[src/design/bxts_pkg.sv]
// ----------------------------------------------------------------------------
// bxts_pkg: shared types and codes of the binary-XML token scanner
// Parse phases, token types, error codes and the result beat layout.
// ----------------------------------------------------------------------------
`default_nettype none

package bxts_pkg;

  typedef enum logic [2:0] {
    PH_INITIAL  = 3'd0,
    PH_NEWTOKEN = 3'd1,
    PH_NUMBER   = 3'd2,
    PH_UDATA    = 3'd3,
    PH_TAGNAME  = 3'd4,
    PH_ATTRNAME = 3'd5,
    PH_BLOB     = 3'd6,
    PH_ERROR    = 3'd7
  } bxts_phase_t;

  localparam logic [2:0] ERR_NONE     = 3'd0;
  localparam logic [2:0] ERR_NEST     = 3'd1;
  localparam logic [2:0] ERR_ATTR     = 3'd2;
  localparam logic [2:0] ERR_CODING   = 3'd3;
  localparam logic [2:0] ERR_OVERFLOW = 3'd4;
  localparam logic [2:0] ERR_INTERNAL = 3'd5;

  localparam logic [2:0] TT_EXT   = 3'd0;
  localparam logic [2:0] TT_TAG   = 3'd1;
  localparam logic [2:0] TT_DTAG  = 3'd2;
  localparam logic [2:0] TT_ATTR  = 3'd3;
  localparam logic [2:0] TT_DATTR = 3'd4;
  localparam logic [2:0] TT_BLOB  = 3'd5;
  localparam logic [2:0] TT_UDATA = 3'd6;
  localparam logic [2:0] TT_NONE  = 3'd7;

  localparam logic [1:0] SUB_NONE     = 2'd0;
  localparam logic [1:0] SUB_OPEN_TAG = 2'd1;
  localparam logic [1:0] SUB_ATTR_END = 2'd3;

  typedef struct packed {
    logic        consumed;
    logic        token_valid;
    logic [2:0]  token_type;
    logic        element_done;
    logic [2:0]  error_code;
    logic [15:0] nest_depth;
    logic [31:0] token_offset;
    logic [31:0] element_offset;
  } bxts_result_t;

endpackage

`default_nettype wire

[src/design/binary_xml_token_scanner.sv]
// ----------------------------------------------------------------------------
// binary_xml_token_scanner: byte-serial skeleton decoder for binary XML
// An input beat passes one input register, then the scanner update into the
// result register; the updated parse state is registered alongside it.
// Throughput is one byte per cycle unless the output is back-pressured.
// Reset (rst_n low, synchronous) clears the parse state, the offsets, pause
// mode and the valid flags of both beat registers; the block is ready on the
// cycle after reset.
// ----------------------------------------------------------------------------
`default_nettype none

module binary_xml_token_scanner #(
  parameter int LENGTH_BITS = 32,
  parameter int NEST_BITS   = 16,
  parameter int OFFSET_BITS = 32
) (
  input  wire logic        clk,
  input  wire logic        rst_n,
  input  wire logic        cfg_wr_en,
  input  wire logic        cfg_wr_data,
  input  wire logic        in_tvalid,
  output logic             in_tready,
  // stream_byte[7:0]
  input  wire logic [7:0]  in_tdata,
  output logic             out_tvalid,
  input  wire logic        out_tready,
  // consumed[0], token_valid[1], token_type[4:2], element_done[5],
  // error_code[8:6], nest_depth[24:9], token_offset[56:25],
  // element_offset[88:57], zero fill[95:89]
  output logic [95:0]      out_tdata
);

  logic                   pause_mode_r;
  logic                   in_valid_r;
  logic [7:0]             in_byte_r;
  logic                   out_valid_r;
  bxts_pkg::bxts_result_t out_res_r;
  bxts_pkg::bxts_result_t res;
  logic                   adv;

  bxts_pkg::bxts_phase_t  phase_r;
  bxts_pkg::bxts_phase_t  phase_nxt;
  logic [2:0]             err_r;
  logic [2:0]             err_nxt;
  logic [1:0]             sub_r;
  logic [1:0]             sub_nxt;
  logic [LENGTH_BITS-1:0] len_r;
  logic [LENGTH_BITS-1:0] len_nxt;
  logic [NEST_BITS-1:0]   nest_r;
  logic [NEST_BITS-1:0]   nest_nxt;
  logic [OFFSET_BITS-1:0] ofs_r;
  logic [OFFSET_BITS-1:0] ofs_nxt;
  logic [OFFSET_BITS-1:0] tok_r;
  logic [OFFSET_BITS-1:0] tok_nxt;
  logic [OFFSET_BITS-1:0] elem_r;
  logic [OFFSET_BITS-1:0] elem_nxt;

  assign adv       = in_valid_r && (!out_valid_r || out_tready);
  assign in_tready = !in_valid_r || adv;

  bxts_step #(
    .LENGTH_BITS (LENGTH_BITS),
    .NEST_BITS   (NEST_BITS),
    .OFFSET_BITS (OFFSET_BITS)
  ) u_step (
    .phase       (phase_r),
    .err         (err_r),
    .sub         (sub_r),
    .len         (len_r),
    .nest        (nest_r),
    .ofs         (ofs_r),
    .tok         (tok_r),
    .elem        (elem_r),
    .stream_byte (in_byte_r),
    .pause_mode  (pause_mode_r),
    .phase_nxt   (phase_nxt),
    .err_nxt     (err_nxt),
    .sub_nxt     (sub_nxt),
    .len_nxt     (len_nxt),
    .nest_nxt    (nest_nxt),
    .ofs_nxt     (ofs_nxt),
    .tok_nxt     (tok_nxt),
    .elem_nxt    (elem_nxt),
    .res         (res)
  );

  always_ff @(posedge clk) begin
    if (!rst_n) begin
      pause_mode_r <= 1'b0;
      in_valid_r   <= 1'b0;
      out_valid_r  <= 1'b0;
      phase_r      <= bxts_pkg::PH_INITIAL;
      err_r        <= bxts_pkg::ERR_NONE;
      sub_r        <= bxts_pkg::SUB_NONE;
      len_r        <= '0;
      nest_r       <= '0;
      ofs_r        <= '0;
      tok_r        <= '0;
      elem_r       <= '0;
    end else begin
      if (cfg_wr_en) begin
        pause_mode_r <= cfg_wr_data;
      end
      if (in_tvalid && in_tready) begin
        in_valid_r <= 1'b1;
        in_byte_r  <= in_tdata;
      end else if (adv) begin
        in_valid_r <= 1'b0;
      end
      if (adv) begin
        out_valid_r <= 1'b1;
        out_res_r   <= res;
        phase_r     <= phase_nxt;
        err_r       <= err_nxt;
        sub_r       <= sub_nxt;
        len_r       <= len_nxt;
        nest_r      <= nest_nxt;
        ofs_r       <= ofs_nxt;
        tok_r       <= tok_nxt;
        elem_r      <= elem_nxt;
      end else if (out_tready) begin
        out_valid_r <= 1'b0;
      end
    end
  end

  assign out_tvalid = out_valid_r;
  assign out_tdata  = {7'd0,
                       out_res_r.element_offset,
                       out_res_r.token_offset,
                       out_res_r.nest_depth,
                       out_res_r.error_code,
                       out_res_r.element_done,
                       out_res_r.token_type,
                       out_res_r.token_valid,
                       out_res_r.consumed};

  a_error_sticky: assert property (@(posedge clk) disable iff (!rst_n)
    phase_r == bxts_pkg::PH_ERROR |=> phase_r == bxts_pkg::PH_ERROR)
    else $error("error state was left");

  a_error_code_match: assert property (@(posedge clk) disable iff (!rst_n)
    (phase_r == bxts_pkg::PH_ERROR) == (err_r != bxts_pkg::ERR_NONE))
    else $error("error code disagrees with parse phase");

  a_no_token_type: assert property (@(posedge clk) disable iff (!rst_n)
    out_valid_r && !out_res_r.token_valid |-> out_res_r.token_type == bxts_pkg::TT_NONE)
    else $error("token type shown without a token");

  a_done_depth: assert property (@(posedge clk) disable iff (!rst_n)
    out_valid_r && out_res_r.element_done |-> out_res_r.nest_depth == 16'd0
      && out_res_r.consumed)
    else $error("element completion with nonzero depth");

endmodule

`default_nettype wire

[src/design/bxts_step.sv]
// ----------------------------------------------------------------------------
// bxts_step: per-beat scanner update
// Computes the next parse state and the result of one stream byte.
// ----------------------------------------------------------------------------
`default_nettype none

module bxts_step #(
  parameter int LENGTH_BITS = 32,
  parameter int NEST_BITS   = 16,
  parameter int OFFSET_BITS = 32
) (
  input  wire bxts_pkg::bxts_phase_t    phase,
  input  wire logic [2:0]               err,
  input  wire logic [1:0]               sub,
  input  wire logic [LENGTH_BITS-1:0]   len,
  input  wire logic [NEST_BITS-1:0]     nest,
  input  wire logic [OFFSET_BITS-1:0]   ofs,
  input  wire logic [OFFSET_BITS-1:0]   tok,
  input  wire logic [OFFSET_BITS-1:0]   elem,
  input  wire logic [7:0]               stream_byte,
  input  wire logic                     pause_mode,
  output bxts_pkg::bxts_phase_t         phase_nxt,
  output logic [2:0]                    err_nxt,
  output logic [1:0]                    sub_nxt,
  output logic [LENGTH_BITS-1:0]        len_nxt,
  output logic [NEST_BITS-1:0]          nest_nxt,
  output logic [OFFSET_BITS-1:0]        ofs_nxt,
  output logic [OFFSET_BITS-1:0]        tok_nxt,
  output logic [OFFSET_BITS-1:0]        elem_nxt,
  output bxts_pkg::bxts_result_t        res
);

  logic                   hdr;
  logic                   consumed;
  logic                   tv;
  logic [2:0]             tt;
  logic                   done;
  logic                   nest_full;
  logic [LENGTH_BITS-1:0] len_h;

  assign nest_full = &nest;

  always_comb begin
    phase_nxt = phase;
    err_nxt   = err;
    sub_nxt   = sub;
    len_nxt   = len;
    nest_nxt  = nest;
    tok_nxt   = tok;
    elem_nxt  = elem;
    hdr       = 1'b0;
    len_h     = len;
    consumed  = 1'b0;
    tv        = 1'b0;
    tt        = bxts_pkg::TT_NONE;
    done      = 1'b0;

    unique case (phase)
      bxts_pkg::PH_INITIAL, bxts_pkg::PH_NEWTOKEN: begin
        consumed = 1'b1;
        tok_nxt  = ofs;
        if (sub[1]) begin
          sub_nxt = 2'(sub - 2'd1);
        end
        if (stream_byte == 8'd0) begin
          if (nest == '0 || sub_nxt[1]) begin
            phase_nxt = bxts_pkg::PH_ERROR;
            err_nxt   = bxts_pkg::ERR_NEST;
            sub_nxt   = bxts_pkg::SUB_NONE;
          end else begin
            sub_nxt  = bxts_pkg::SUB_NONE;
            nest_nxt = NEST_BITS'(nest - NEST_BITS'(1));
            if (nest == NEST_BITS'(1)) begin
              phase_nxt = bxts_pkg::PH_INITIAL;
              done      = 1'b1;
            end
            if (pause_mode) begin
              tv = 1'b1;
            end
          end
        end else begin
          hdr       = 1'b1;
          len_h     = '0;
          phase_nxt = bxts_pkg::PH_NUMBER;
        end
      end
      bxts_pkg::PH_NUMBER: begin
        consumed = 1'b1;
        hdr      = 1'b1;
      end
      bxts_pkg::PH_UDATA, bxts_pkg::PH_TAGNAME, bxts_pkg::PH_ATTRNAME,
      bxts_pkg::PH_BLOB: begin
        if (len == '0) begin
          phase_nxt = bxts_pkg::PH_ERROR;
          err_nxt   = bxts_pkg::ERR_INTERNAL;
          sub_nxt   = bxts_pkg::SUB_NONE;
        end else begin
          consumed = 1'b1;
          len_nxt  = LENGTH_BITS'(len - LENGTH_BITS'(1));
          if (len == LENGTH_BITS'(1)) begin
            phase_nxt = bxts_pkg::PH_NEWTOKEN;
            if (phase == bxts_pkg::PH_TAGNAME) begin
              if (nest == '0) begin
                phase_nxt = bxts_pkg::PH_ERROR;
                err_nxt   = bxts_pkg::ERR_NEST;
                sub_nxt   = bxts_pkg::SUB_NONE;
              end else begin
                sub_nxt = bxts_pkg::SUB_OPEN_TAG;
              end
            end else if (phase == bxts_pkg::PH_ATTRNAME) begin
              if (nest == '0) begin
                phase_nxt = bxts_pkg::PH_ERROR;
                err_nxt   = bxts_pkg::ERR_ATTR;
                sub_nxt   = bxts_pkg::SUB_NONE;
              end else begin
                sub_nxt = bxts_pkg::SUB_ATTR_END;
              end
            end
          end
        end
      end
      bxts_pkg::PH_ERROR: begin
      end
      default: begin
      end
    endcase

    if (hdr) begin
      if (!stream_byte[7]) begin
        if (|len_h[LENGTH_BITS-1 -: 10]) begin
          phase_nxt = bxts_pkg::PH_ERROR;
          err_nxt   = bxts_pkg::ERR_OVERFLOW;
          sub_nxt   = bxts_pkg::SUB_NONE;
        end
        len_nxt = {len_h[LENGTH_BITS-8:0], stream_byte[6:0]};
      end else begin
        len_nxt = {len_h[LENGTH_BITS-5:0], stream_byte[6:3]};
        unique case (stream_byte[2:0])
          bxts_pkg::TT_EXT, bxts_pkg::TT_DTAG, bxts_pkg::TT_TAG: begin
            if (sub_nxt == bxts_pkg::SUB_OPEN_TAG) begin
              sub_nxt = bxts_pkg::SUB_NONE;
            end
            if (stream_byte[2:0] == bxts_pkg::TT_TAG) begin
              len_nxt = LENGTH_BITS'(len_nxt + LENGTH_BITS'(1));
            end
            if (nest_full) begin
              phase_nxt = bxts_pkg::PH_ERROR;
              err_nxt   = bxts_pkg::ERR_NEST;
              sub_nxt   = bxts_pkg::SUB_NONE;
            end else begin
              nest_nxt  = NEST_BITS'(nest + NEST_BITS'(1));
              elem_nxt  = tok_nxt;
              phase_nxt = bxts_pkg::PH_NEWTOKEN;
              if (stream_byte[2:0] == bxts_pkg::TT_DTAG) begin
                sub_nxt = bxts_pkg::SUB_OPEN_TAG;
              end else if (stream_byte[2:0] == bxts_pkg::TT_TAG) begin
                phase_nxt = bxts_pkg::PH_TAGNAME;
              end
            end
          end
          bxts_pkg::TT_BLOB, bxts_pkg::TT_UDATA: begin
            if (sub_nxt == bxts_pkg::SUB_OPEN_TAG) begin
              sub_nxt = bxts_pkg::SUB_NONE;
            end
            if (len_nxt == '0) begin
              phase_nxt = bxts_pkg::PH_NEWTOKEN;
            end else if (stream_byte[2:0] == bxts_pkg::TT_BLOB) begin
              phase_nxt = bxts_pkg::PH_BLOB;
            end else begin
              phase_nxt = bxts_pkg::PH_UDATA;
            end
          end
          bxts_pkg::TT_ATTR, bxts_pkg::TT_DATTR: begin
            if (sub_nxt != bxts_pkg::SUB_OPEN_TAG) begin
              phase_nxt = bxts_pkg::PH_ERROR;
              err_nxt   = bxts_pkg::ERR_ATTR;
              sub_nxt   = bxts_pkg::SUB_NONE;
            end else if (stream_byte[2:0] == bxts_pkg::TT_DATTR) begin
              sub_nxt   = bxts_pkg::SUB_ATTR_END;
              phase_nxt = bxts_pkg::PH_NEWTOKEN;
            end else begin
              len_nxt   = LENGTH_BITS'(len_nxt + LENGTH_BITS'(1));
              phase_nxt = bxts_pkg::PH_ATTRNAME;
            end
          end
          default: begin
            phase_nxt = bxts_pkg::PH_ERROR;
            err_nxt   = bxts_pkg::ERR_CODING;
            sub_nxt   = bxts_pkg::SUB_NONE;
          end
        endcase
        if (pause_mode) begin
          tv = 1'b1;
          tt = stream_byte[2:0];
        end
      end
    end

    ofs_nxt = consumed ? OFFSET_BITS'(ofs + OFFSET_BITS'(1)) : ofs;
  end

  assign res.consumed       = consumed;
  assign res.token_valid    = tv;
  assign res.token_type     = tt;
  assign res.element_done   = done;
  assign res.error_code     = err_nxt;
  assign res.nest_depth     = 16'(nest_nxt);
  assign res.token_offset   = 32'(tok_nxt);
  assign res.element_offset = 32'(elem_nxt);

endmodule

`default_nettype wire

[config.mk]
export PLATFORM = sky130hd
export DESIGN_NAME = binary_xml_token_scanner
export DESIGN_NICKNAME = d
export VERILOG_FILES = /design/src/design/bxts_pkg.sv /design/src/design/binary_xml_token_scanner.sv /design/src/design/bxts_step.sv
export SDC_FILE = /design/constraint.sdc
export NUM_CORES = 1
export LEC_CHECK = 0
export BUFFER_PORTS_ARGS = -buffer_cell sky130_fd_sc_hd__buf_2
export CAP_MARGIN = 20
export CORE_ASPECT_RATIO = 1.1
export CORE_MARGIN = 2
export CORE_UTILIZATION = 55
export DETAILED_ROUTE_END_ITERATION = 8
export GPL_TIMING_DRIVEN = 0
export PLACE_DENSITY_LB_ADDON = 0.1
export SYNTH_ARGS = -nofsm -noshare
export SYNTH_HDL_FRONTEND = slang
export SYNTH_SLANG_ARGS = --single-unit
[constraint.sdc]
create_clock -name clk -period 5.6 [get_ports clk]
set_clock_uncertainty 0.15 [all_clocks]
set_input_delay 0.84 -clock clk [delete_from_list [all_inputs] [get_ports clk]]
set_output_delay 0.84 -clock clk [all_outputs]
set_load 0.05 [all_outputs]
==> flow_summary.toml, run 1 <==
[logic_synthesis]
synth_flop_cell = "dfxtp_1"
ys_ff_latch = 252
synth_seq_area_share_pct = 42.6
synth.top_cell.area_share_pct = 22.0
syn_inst = 1664
yosysUniqueCellTypes = 88
yosysTopAreaCell = "dfxtp_1"
syn_area_per_cell_um2 = 8.48
synth_edf_count = 97
synthTopCellsByArea = "dfxtp_1 22%, edfxtp_1 21%, nand2_1 7.5%"
yosys_warnings = 0
synth-async-reset-ratio_pct = 0
netlist_area_mm2 = 0.0141

[clock_network]
cts_hold_buf = 0
cts_sinks = 252
cts_tree = "done"
htreeDepth = 1
clock_path_buffers = 3
cts_setup_buffers = 0
cts_buffers = 26
clock_tree.root_cell = "clkbuf_16"
path_clk_slew_ns = 0.06
clkLatencyLatePin_ns = 0.56
cts_resized = 0

[grt]
grt_pass1_wl_um = 75700
grt_use_total_pct = 36.7
grt_max_degree = 59
grt_antenna_before_repair = 0
grt_pass1_vias = 12900
grt_overflow_total = 0

[floorplan]
die_w_um = 157
coreArea_mm2 = 0.0253
die_area_mm2 = 0.0270
die_y_um = 172
floorplan.initialDensity_pct = 55.9
rows = 61
pin_count = 112

[layout]
final_nets = 1829
post-route-util_pct = 63.0
drive_above_1_share_pct = 10.5
stdcell_count = 2169
n_antenna_cell = 0
syn_to_final_growth_pct = 12.8
fill_cells = 2209
final_area_mm2 = 0.0159

[timing]
tns_ns = 0
max_freq_mhz = 198
tightest_slew_ns = 1.15
finalHoldViolCount = 0
maxSlewHeadroom_pct = 23.1
slew_viol_final = 0
setup_violations = 0
rsz0062_at_grt = "no"
fin_crit_ns = 5.04
fin_crit_sh_pct = 90.0

[job]
maxCapViolations = 0

[pwr]
irDropWorstVdd_uv = 197
total_leakage_power_nw = 6.30
power_density_mw_per_mm2 = 278
power_mw = 4.43

[placed_design]
io_buffers = 103
post-place-cells = 2120
hpwl_um = 35900
place.gp.congestion = 1.04
placed_area_mm2 = 0.0151

[setup_path]
crit_path_max_fanout = 10
cp.arrival_ns = 5.27
crit_path_start_kind = "flip-flop"
cp-end-kind = "flip-flop"
worstSetupPathType = "flip-flop to flip-flop"
required_ns = 5.83

[route]
wl_met2_um = 22100
met1_length_um = 19700
vias = 13900
drt_iter0_drc = 1625
drcViolationCount = 0
wl_um = 50100
via_per_inst = 6.42
first_pass_iters = 6
drtAntennaViolNets = 0
top_layer = "met4"
wl_met3_um = 5510
wl_per_cell_um = 23.1

[min_path]
hp-class = "input pin to flip-flop"

[status]
status = "complete, no violations"
==> power breakdown <==
group,leakage (nW),internal (mW),switching [mW]
Combinational,3.76,0.200,0.587
Sequential,2.16,1.96,0.0315
Clock,0.381,0.909,0.746
Total,6.30,3.07,1.36
==> final timing paths <==
kind         slack [ns]    startpoint      endpoint  cells after the start
min                0.31   in_tdata[3]  in_byte_r[3]                      1
min reg2reg        0.32     elem_r[6]     elem_r[6]                      2
max reg2reg        0.56  in_byte_r[3]     len_r[30]                     10
max                0.56  in_byte_r[3]     len_r[30]                     10
==> metrics by stage <==
step / hold slack [ns] / setup WS (ns)
2_1_floorplan: 0.288 / 1.67
3_3_place_gp: 0.301 / 0.579
3_5_place_dp: 0.308 / 0.829
4_1_cts: 0.300 / 0.800
5_1_grt: 0.316 / 0.544
6_report: 0.312 / 0.559
==> state kept, by name, summed over array words and instances (netlist names) <==
register	flops
nest_r	16
len_r	32
in_byte_r	8
err_r	3
tok_r	32
elem_r	32
out_tdata	89
phase_r	3
pause_mode_r	1
out_tvalid	1
in_valid_r	1
sub_r	2
ofs_r	32
==> cell usage after synthesis, types with 6 or more instances <==
master and n:
nand2_1 282, dfxtp_1 155, o21ai_0 111, clkbuf_1 109, edfxtp_1 97, a21oi_1 88
nor2_1 83, nand3_1 56, inv_1 49, a21boi_0 47, xnor2_1 46, and2_1 45
nor3_1 41, mux2i_1 39, o211a_1 33, nor4_1 32, xor2_1 26, nand4_1 22
a31oi_1 21, and3_1 21, or3_1 20, o211ai_1 16, buf_2 11, ha_1 11
o21a_1 11, buf_1 10, or2_2 10, or4_1 10, o31ai_1 9, a211oi_1 8
a221oi_1 8, a41oi_1 7, buf_4 7, nand2b_1 7, nor2b_1 7, o22ai_1 7
a311oi_1 6, o21ai_1 6
==> routing by layer <==
metal	vias to the layer above	global-route usage (%)
met1	6544	48.4
li1	6262	-
met3	204	6.89
met5	-	0
met4	0	19.0
met2	905	57.6
==> logic make-up after synthesis <==
kind of cell / count (synthesis) / share of synthesized area (%)
buf+inv: 189 / 5.42
other cells: 1 / 0.0266
compound gates: 439 / 21.0
xor+xnor: 72 / 4.47
mux: 39 / 2.77
flops: 252 / 42.6
simple gates: 660 / 22.7
fa+ha+maj: 12 / 1.05
==> layout make-up <==
| type | count | area, um^2 | area share [%] |
|---|---|---|---|
| Inverter | 50 | 190 | 1.19 |
| Buffer | 139 | 577 | 3.62 |
| Timing Repair Buffer | 106 | 553 | 3.47 |
| Clock buffer | 35 | 684 | 4.30 |
| Sequential cell | 252 | 6020 | 37.8 |
| Clock inverter | 12 | 106 | 0.668 |
| Multi-Input combinational cell | 1229 | 7360 | 46.2 |
| Tap cell | 346 | 433 | 2.72 |
==> worst max-delay path, cell delays in order (launching register included) <==
cell and delay [ns]:
edfxtp_1 0.55, or4_1 0.58, o21ai_1 0.67, clkbuf_1 0.62, buf_1 0.69, clkbuf_1 0.55
nand3_1 0.15, nor3_1 0.40, a21oi_1 0.15, a41oi_1 0.19, a41oi_1 0.14
==> layout by cell type, fill, tap and decap left out, types with 20 or more instances in the layout <==
cell type  netlist  layout
nand2_1        282     282
dfxtp_1        155     155
clkbuf_1       109     118
buf_2           11     116
o21ai_0        111     111
edfxtp_1        97      97
a21oi_1         88      88
nor2_1          83      83
nand3_1         56      56
inv_1           49      48
a21boi_0        47      47
xnor2_1         46      46
and2_1          45      45
nor3_1          41      41
mux2i_1         39      39
o211a_1         33      33
nor4_1          32      32
xor2_1          26      26
clkbuf_16        0      26
nand4_1         22      22
and3_1          21      21
a31oi_1         21      21
or3_1           20      20
Note: power is estimated with default switching activity, not from simulation.
==> run 2: changes to the inputs <==
--- a/config.mk
+++ b/config.mk
@@ -11,7 +11,6 @@
 export CORE_MARGIN = 2
 export CORE_UTILIZATION = 55
 export DETAILED_ROUTE_END_ITERATION = 8
-export GPL_TIMING_DRIVEN = 0
 export PLACE_DENSITY_LB_ADDON = 0.1
 export SYNTH_ARGS = -nofsm -noshare
 export SYNTH_HDL_FRONTEND = slang
==> flow_summary.toml, run 2 (synthesis gave the netlist of run 1 again) <==
[grt]
grt_pass1_vias = 12000
top_usage_layer = "met2"
met3_usage_pct = 5.34
grt_overflow_total = 0
grt_antenna_before_repair = 0
grt_use_met2_pct = 48.4
grt_use_total_pct = 30.2
grt_pass1_wl_um = 65000
grt_util_met1_pct = 40.9
grt_max_degree = 67

[setup_path]
crit_path_max_incr_delay_ns = 0.62
cp.arrival_ns = 4.56
r2r-start = "in_byte_r[5]"
required_ns = 5.92
cp_slowest_cell = "or4_1"
rr_worst_depth = 9
crit_path_start_kind = "flip-flop"
cp-end-kind = "flip-flop"
worstSetupPathType = "flip-flop to flip-flop"
regToRegSetupSlack_ns = 1.36
crit_chain = "or4_1 -> o21ai_2 -> nand3_1 -> or2_2 -> or3_1 -> nor4_1 -> xnor2_1 -> a211oi_1 -> o31ai_1"
crit_path_max_fanout = 13
regToRegEndpoint = "len_r[19]"

[layout]
drive_above_1_share_pct = 12.6
largest_reg_flops = 89
final_common_cell = "nand2_1"
final_nets = 1721
final_cell_mix = "282 x nand2_1, 155 x dfxtp_1, 110 x o21ai_0, 103 x buf_2, 97 x edfxtp_1"
syn_to_final_growth_pct = 11.6
final_area_mm2 = 0.0157
n_antenna_cell = 0

[placed_design]
io_buffers = 104
placed_area_mm2 = 0.0148
pre_cts_ws_ns = 1.49
hpwl_um = 27400
place.gp.congestion = 1.03

[floorplan]
pin_count = 112
coreArea_mm2 = 0.0253
rows = 61
floorplan.initialDensity_pct = 55.9
die_y_um = 172
die_area_mm2 = 0.0270
die_w_um = 157

[clock_network]
cts_resized = 0
htreeDepth = 1
cts_sinks = 252
cts_buffers = 27
clock_path_buffers = 3
cts_setup_buffers = 0
cts_tree = "done"
clkLatencyLatePin_ns = 0.56
path_clk_slew_ns = 0.07
clock_tree.root_cell = "clkbuf_16"
cts_hold_buf = 0

[route]
vias = 12900
drcViolationCount = 0
drt_iter0_drc = 1444
wl_um = 40900
via_per_inst = 6.28
drtAntennaViolNets = 0
first_pass_iters = 7
wl_per_cell_um = 19.9

[status]
status = "complete, no violations"

[timing]
setup_ws_ns = 1.36
maxSlewHeadroom_pct = 24.0
slew_viol_final = 0
fin_crit_sh_pct = 75.8
setup_violations = 0
tns_ns = 0
fin_crit_ns = 4.24
rsz0062_at_grt = "no"
tightest_slew_ns = 1.13
finalHoldViolCount = 0
max_freq_mhz = 236

[pwr]
switching_share_pct = 28.8
cell_internal_pwr_mw = 3.25
switchingPower_mw = 1.32
power_density_mw_per_mm2 = 290
power_frac_clock_pct = 40.8
total_leakage_power_nw = 6.28
p_seq_share_pct = 44.0
power_frac_comb_pct = 15.1
irDropWorstVdd_uv = 222

[min_path]
holdPathEnd = "in_byte_r[5]"
hp-class = "input pin to flip-flop"
min_delay_path_depth = 1
min-delay-start = "in_tdata[5]"

[job]
maxCapViolations = 0
[run 2: changes by cell type in the layout (fill, tap and decap cells not counted), moves of 3 or more]
cell / previous run / this run
buf_1: 10 / 0
buf_2: 116 / 103
buf_4: 7 / 31
clkbuf_1: 118 / 3
clkbuf_8: 0 / 3
[run 2: stage by stage]
step | hold WS (ns) | util, % | power (mW) | cells
3_3_place_gp | 0.300 | 58.5 | 2.72 | 2010
3_5_place_dp | 0.308 | 58.5 | 2.72 | 2011
6_report | 0.305 | 62.3 | 4.57 | 2062
5_1_grt | 0.298 | 62.3 | 4.73 | 2062
4_1_cts | 0.293 | 62.2 | 4.58 | 2060
2_1_floorplan | 0.288 | - | 2.52 | 1670
[run 2: layout make-up]
cell class,count,area (um^2)
clock buffer,34,753
timing repair buffer,136,779
multi-input combinational,1229,7390
inverter,50,190
clock inverter,15,184
tap,346,433
fill,2233,9520
sequential,252,6020
[run 2: metal layers]
metal	vias to the layer above	share of wire [%]
li1	6057	-
met1	6102	42
met2	643	46
met3	140	8.4
met4	0	3.7
met5	-	0
[run 2: worst max-delay path by stage]
stage                 startpoint        end  slack, ns  cells after the start
global route           len_r[24]  len_r[14]       1.18                      9
global placement    in_byte_r[5]  len_r[19]       1.43                      9
detailed placement     len_r[26]  len_r[26]       1.49                      8
finish              in_byte_r[5]  len_r[19]       1.36                      9
floorplan             out_tready   len_r[2]       1.67                      8
CTS                 in_byte_r[5]  len_r[19]       1.46                      9
[run 2: critical path, delay by kind of cell, from the launching register on]
kind	cells	cell delay, ns
DFF	1	0.60
xor gates and xnor gates	1	0.20
AOI/OAI and AO/OA	3	0.89
and+or+nand+nor	5	2.30
[run 2: power by group through the flow]
stage	registers, mW	clock network (mW)	logic (mW)
global route	2.02	1.97	0.739
CTS	2.01	1.90	0.672
floorplan	2.08	0	0.439
global placement	2.05	0	0.669
detailed placement	2.05	0	0.669
finish	2.01	1.87	0.691
==> run 3: changes to the inputs <==
==> constraint.sdc (replaced) <==
create_clock -name clk -period 3.5 [get_ports clk]
set_clock_uncertainty 0.15 [all_clocks]
set_input_delay 0.525 -clock clk [delete_from_list [all_inputs] [get_ports clk]]
set_output_delay 0.525 -clock clk [all_outputs]
set_load 0.05 [all_outputs]
==> flow_summary.toml, run 3 (synthesis gave the netlist of run 1 again) <==
[status]
status = "complete, no violations"

[placed_design]
io_buffers = 104
post-place-cells = 2114
hpwl_um = 29700
place.gp.congestion = 0.997

[floorplan]
floorplan.initialDensity_pct = 55.9
rows = 61
coreArea_mm2 = 0.0253
die_area_mm2 = 0.0270
die_w_um = 157
die_y_um = 172
pin_count = 112

[timing]
tightest_slew_ns = 1.11
fin_crit_ns = 3.41
fin_crit_sh_pct = 97.5
finalHoldViolCount = 0
maxSlewHeadroom_pct = 25.5
rsz0062_at_grt = "yes"
setup_violations = 0
tns_ns = 0
max_freq_mhz = 293
slew_viol_final = 0

[layout]
stdcell_count = 2173
final_common_cell = "nand2_1"
final_nets = 1832
n_antenna_cell = 0
drive_above_1_share_pct = 17.7
largest_reg_flops = 89
fill_cells = 2142
final_cell_mix = "282 x nand2_1, 155 x dfxtp_1, 130 x buf_4, 110 x o21ai_0, 103 x buf_2"
syn_to_final_growth_pct = 18.3

[setup_path]
regToRegSetupSlack_ns = 0.09
regToRegEndpoint = "len_r[23]"
worstSetupPathType = "flip-flop to flip-flop"
r2r-start = "in_byte_r[2]"
crit_path_max_fanout = 5
rr_worst_depth = 10
cp-end-kind = "flip-flop"
cp.arrival_ns = 3.74
required_ns = 3.83
crit_path_start_kind = "flip-flop"

[clock_network]
clock_tree.root_cell = "clkbuf_16"
path_clk_slew_ns = 0.06
clkLatencyLatePin_ns = 0.57
cts_tree = "done"
cts_buffers = 27
cts_sinks = 252
htreeDepth = 1
clock_path_buffers = 3

[grt]
grt_use_total_pct = 31.0
grt_pass1_wl_um = 66300
grt_overflow_total = 0
grt_max_degree = 91
grt_antenna_before_repair = 0
grt_pass1_vias = 12300

[route]
drt_iter0_drc = 1223
first_pass_iters = 5
wl_um = 42600
drtAntennaViolNets = 0
wl_per_cell_um = 19.6
via_per_inst = 6.13
vias = 13300
drcViolationCount = 0

[min_path]
hp-class = "input pin to flip-flop"
min_delay_path_depth = 3
min-delay-start = "cfg_wr_data"
holdPathEnd = "pause_mode_r"

[job]
maxCapViolations = 0

[pwr]
total_leakage_power_nw = 6.85
power_density_mw_per_mm2 = 446
irDropWorstVdd_uv = 375
## run 3: cell types whose count changed in the layout (fill, tap and decap cells not counted), sizes merged
cell / before / now
clkbuf: 34 / 35
inv: 51 / 50
clkdlybuf4s15: 1 / 0
bufinv: 3 / 2
dlygate4sd3: 0 / 8
buf: 135 / 239
clkinv: 9 / 10
## run 3: layout make-up
type                       count  area, um^2  area share [%]
clock buffer                  35         768            4.60
clock inverter                14         155           0.929
sequential                   252        6020            36.0
inverter                      50         191            1.15
timing repair buffer         247        1680            10.1
multi-input combinational   1229        7450            44.6
tap                          346         433            2.59
## run 3: timing repair
item                                   4_1_cts  5_1_grt
gates resized for setup                      1       11
setup endpoints to repair                    1       12
pin swaps                                    0        1
endpoints found under the hold margin        8        0
buffers inserted                             0        2
hold buffers                                 8        0
## run 3: worst max path at each step
stage | slack, ns | cells after the start | from | endpoint
finish | 0.09 | 10 | in_byte_r[2] | len_r[23]
global placement | 0.10 | 10 | len_r[10] | len_r[24]
detailed placement | 0.07 | 10 | len_r[10] | len_r[24]
floorplan | 0.14 | 8 | out_tvalid | len_r[26]
global route | -0.008 | 12 | len_r[27] | len_r[27]
CTS | 0.07 | 9 | in_byte_r[2] | len_r[23]
## run 3: metal layers
metal	track usage (%)	up-vias	routed length, um
li1	-	6265	-
met1	41.7	6271	17900
met2	49.8	636	19200
met3	4.46	156	3410
met4	14.0	0	2100
met5	0	-	0
## run 3: power by group
part	internal [mW]	leakage, nW	switching, mW	total, mW
Clock	1.71	0.457	1.24	2.95
Combinational	0.429	4.24	0.873	1.30
Sequential	3.13	2.16	0.0540	3.18
## run 3: per-stage QoR
step                      hold slack [ns]  power, mW  setup slack (ns)  area, um^2  util, %
after floorplan                     0.288       4.03             0.137       14100        -
after global placement              0.300       4.48             0.101       15600     61.8
after detailed placement            0.307       4.49            0.0698       15600     61.8
after CTS                          0.0639       7.43            0.0675       16600     65.8
after global routing               0.0855       7.69          -0.00788       16700     66.1
final                              0.0758       7.44            0.0858       16700     66.1
## run 3: worst max-delay path, stage by stage (launching register included)
cell and delay, ns:
edfxtp_1 0.48, or4_4 0.60, o21ai_4 0.27, buf_4 0.18
nand2_1 0.05, or4_4 0.59, or2_1 0.31, or3_1 0.33
o211ai_1 0.10, a22oi_1 0.11, o21ai_1 0.16
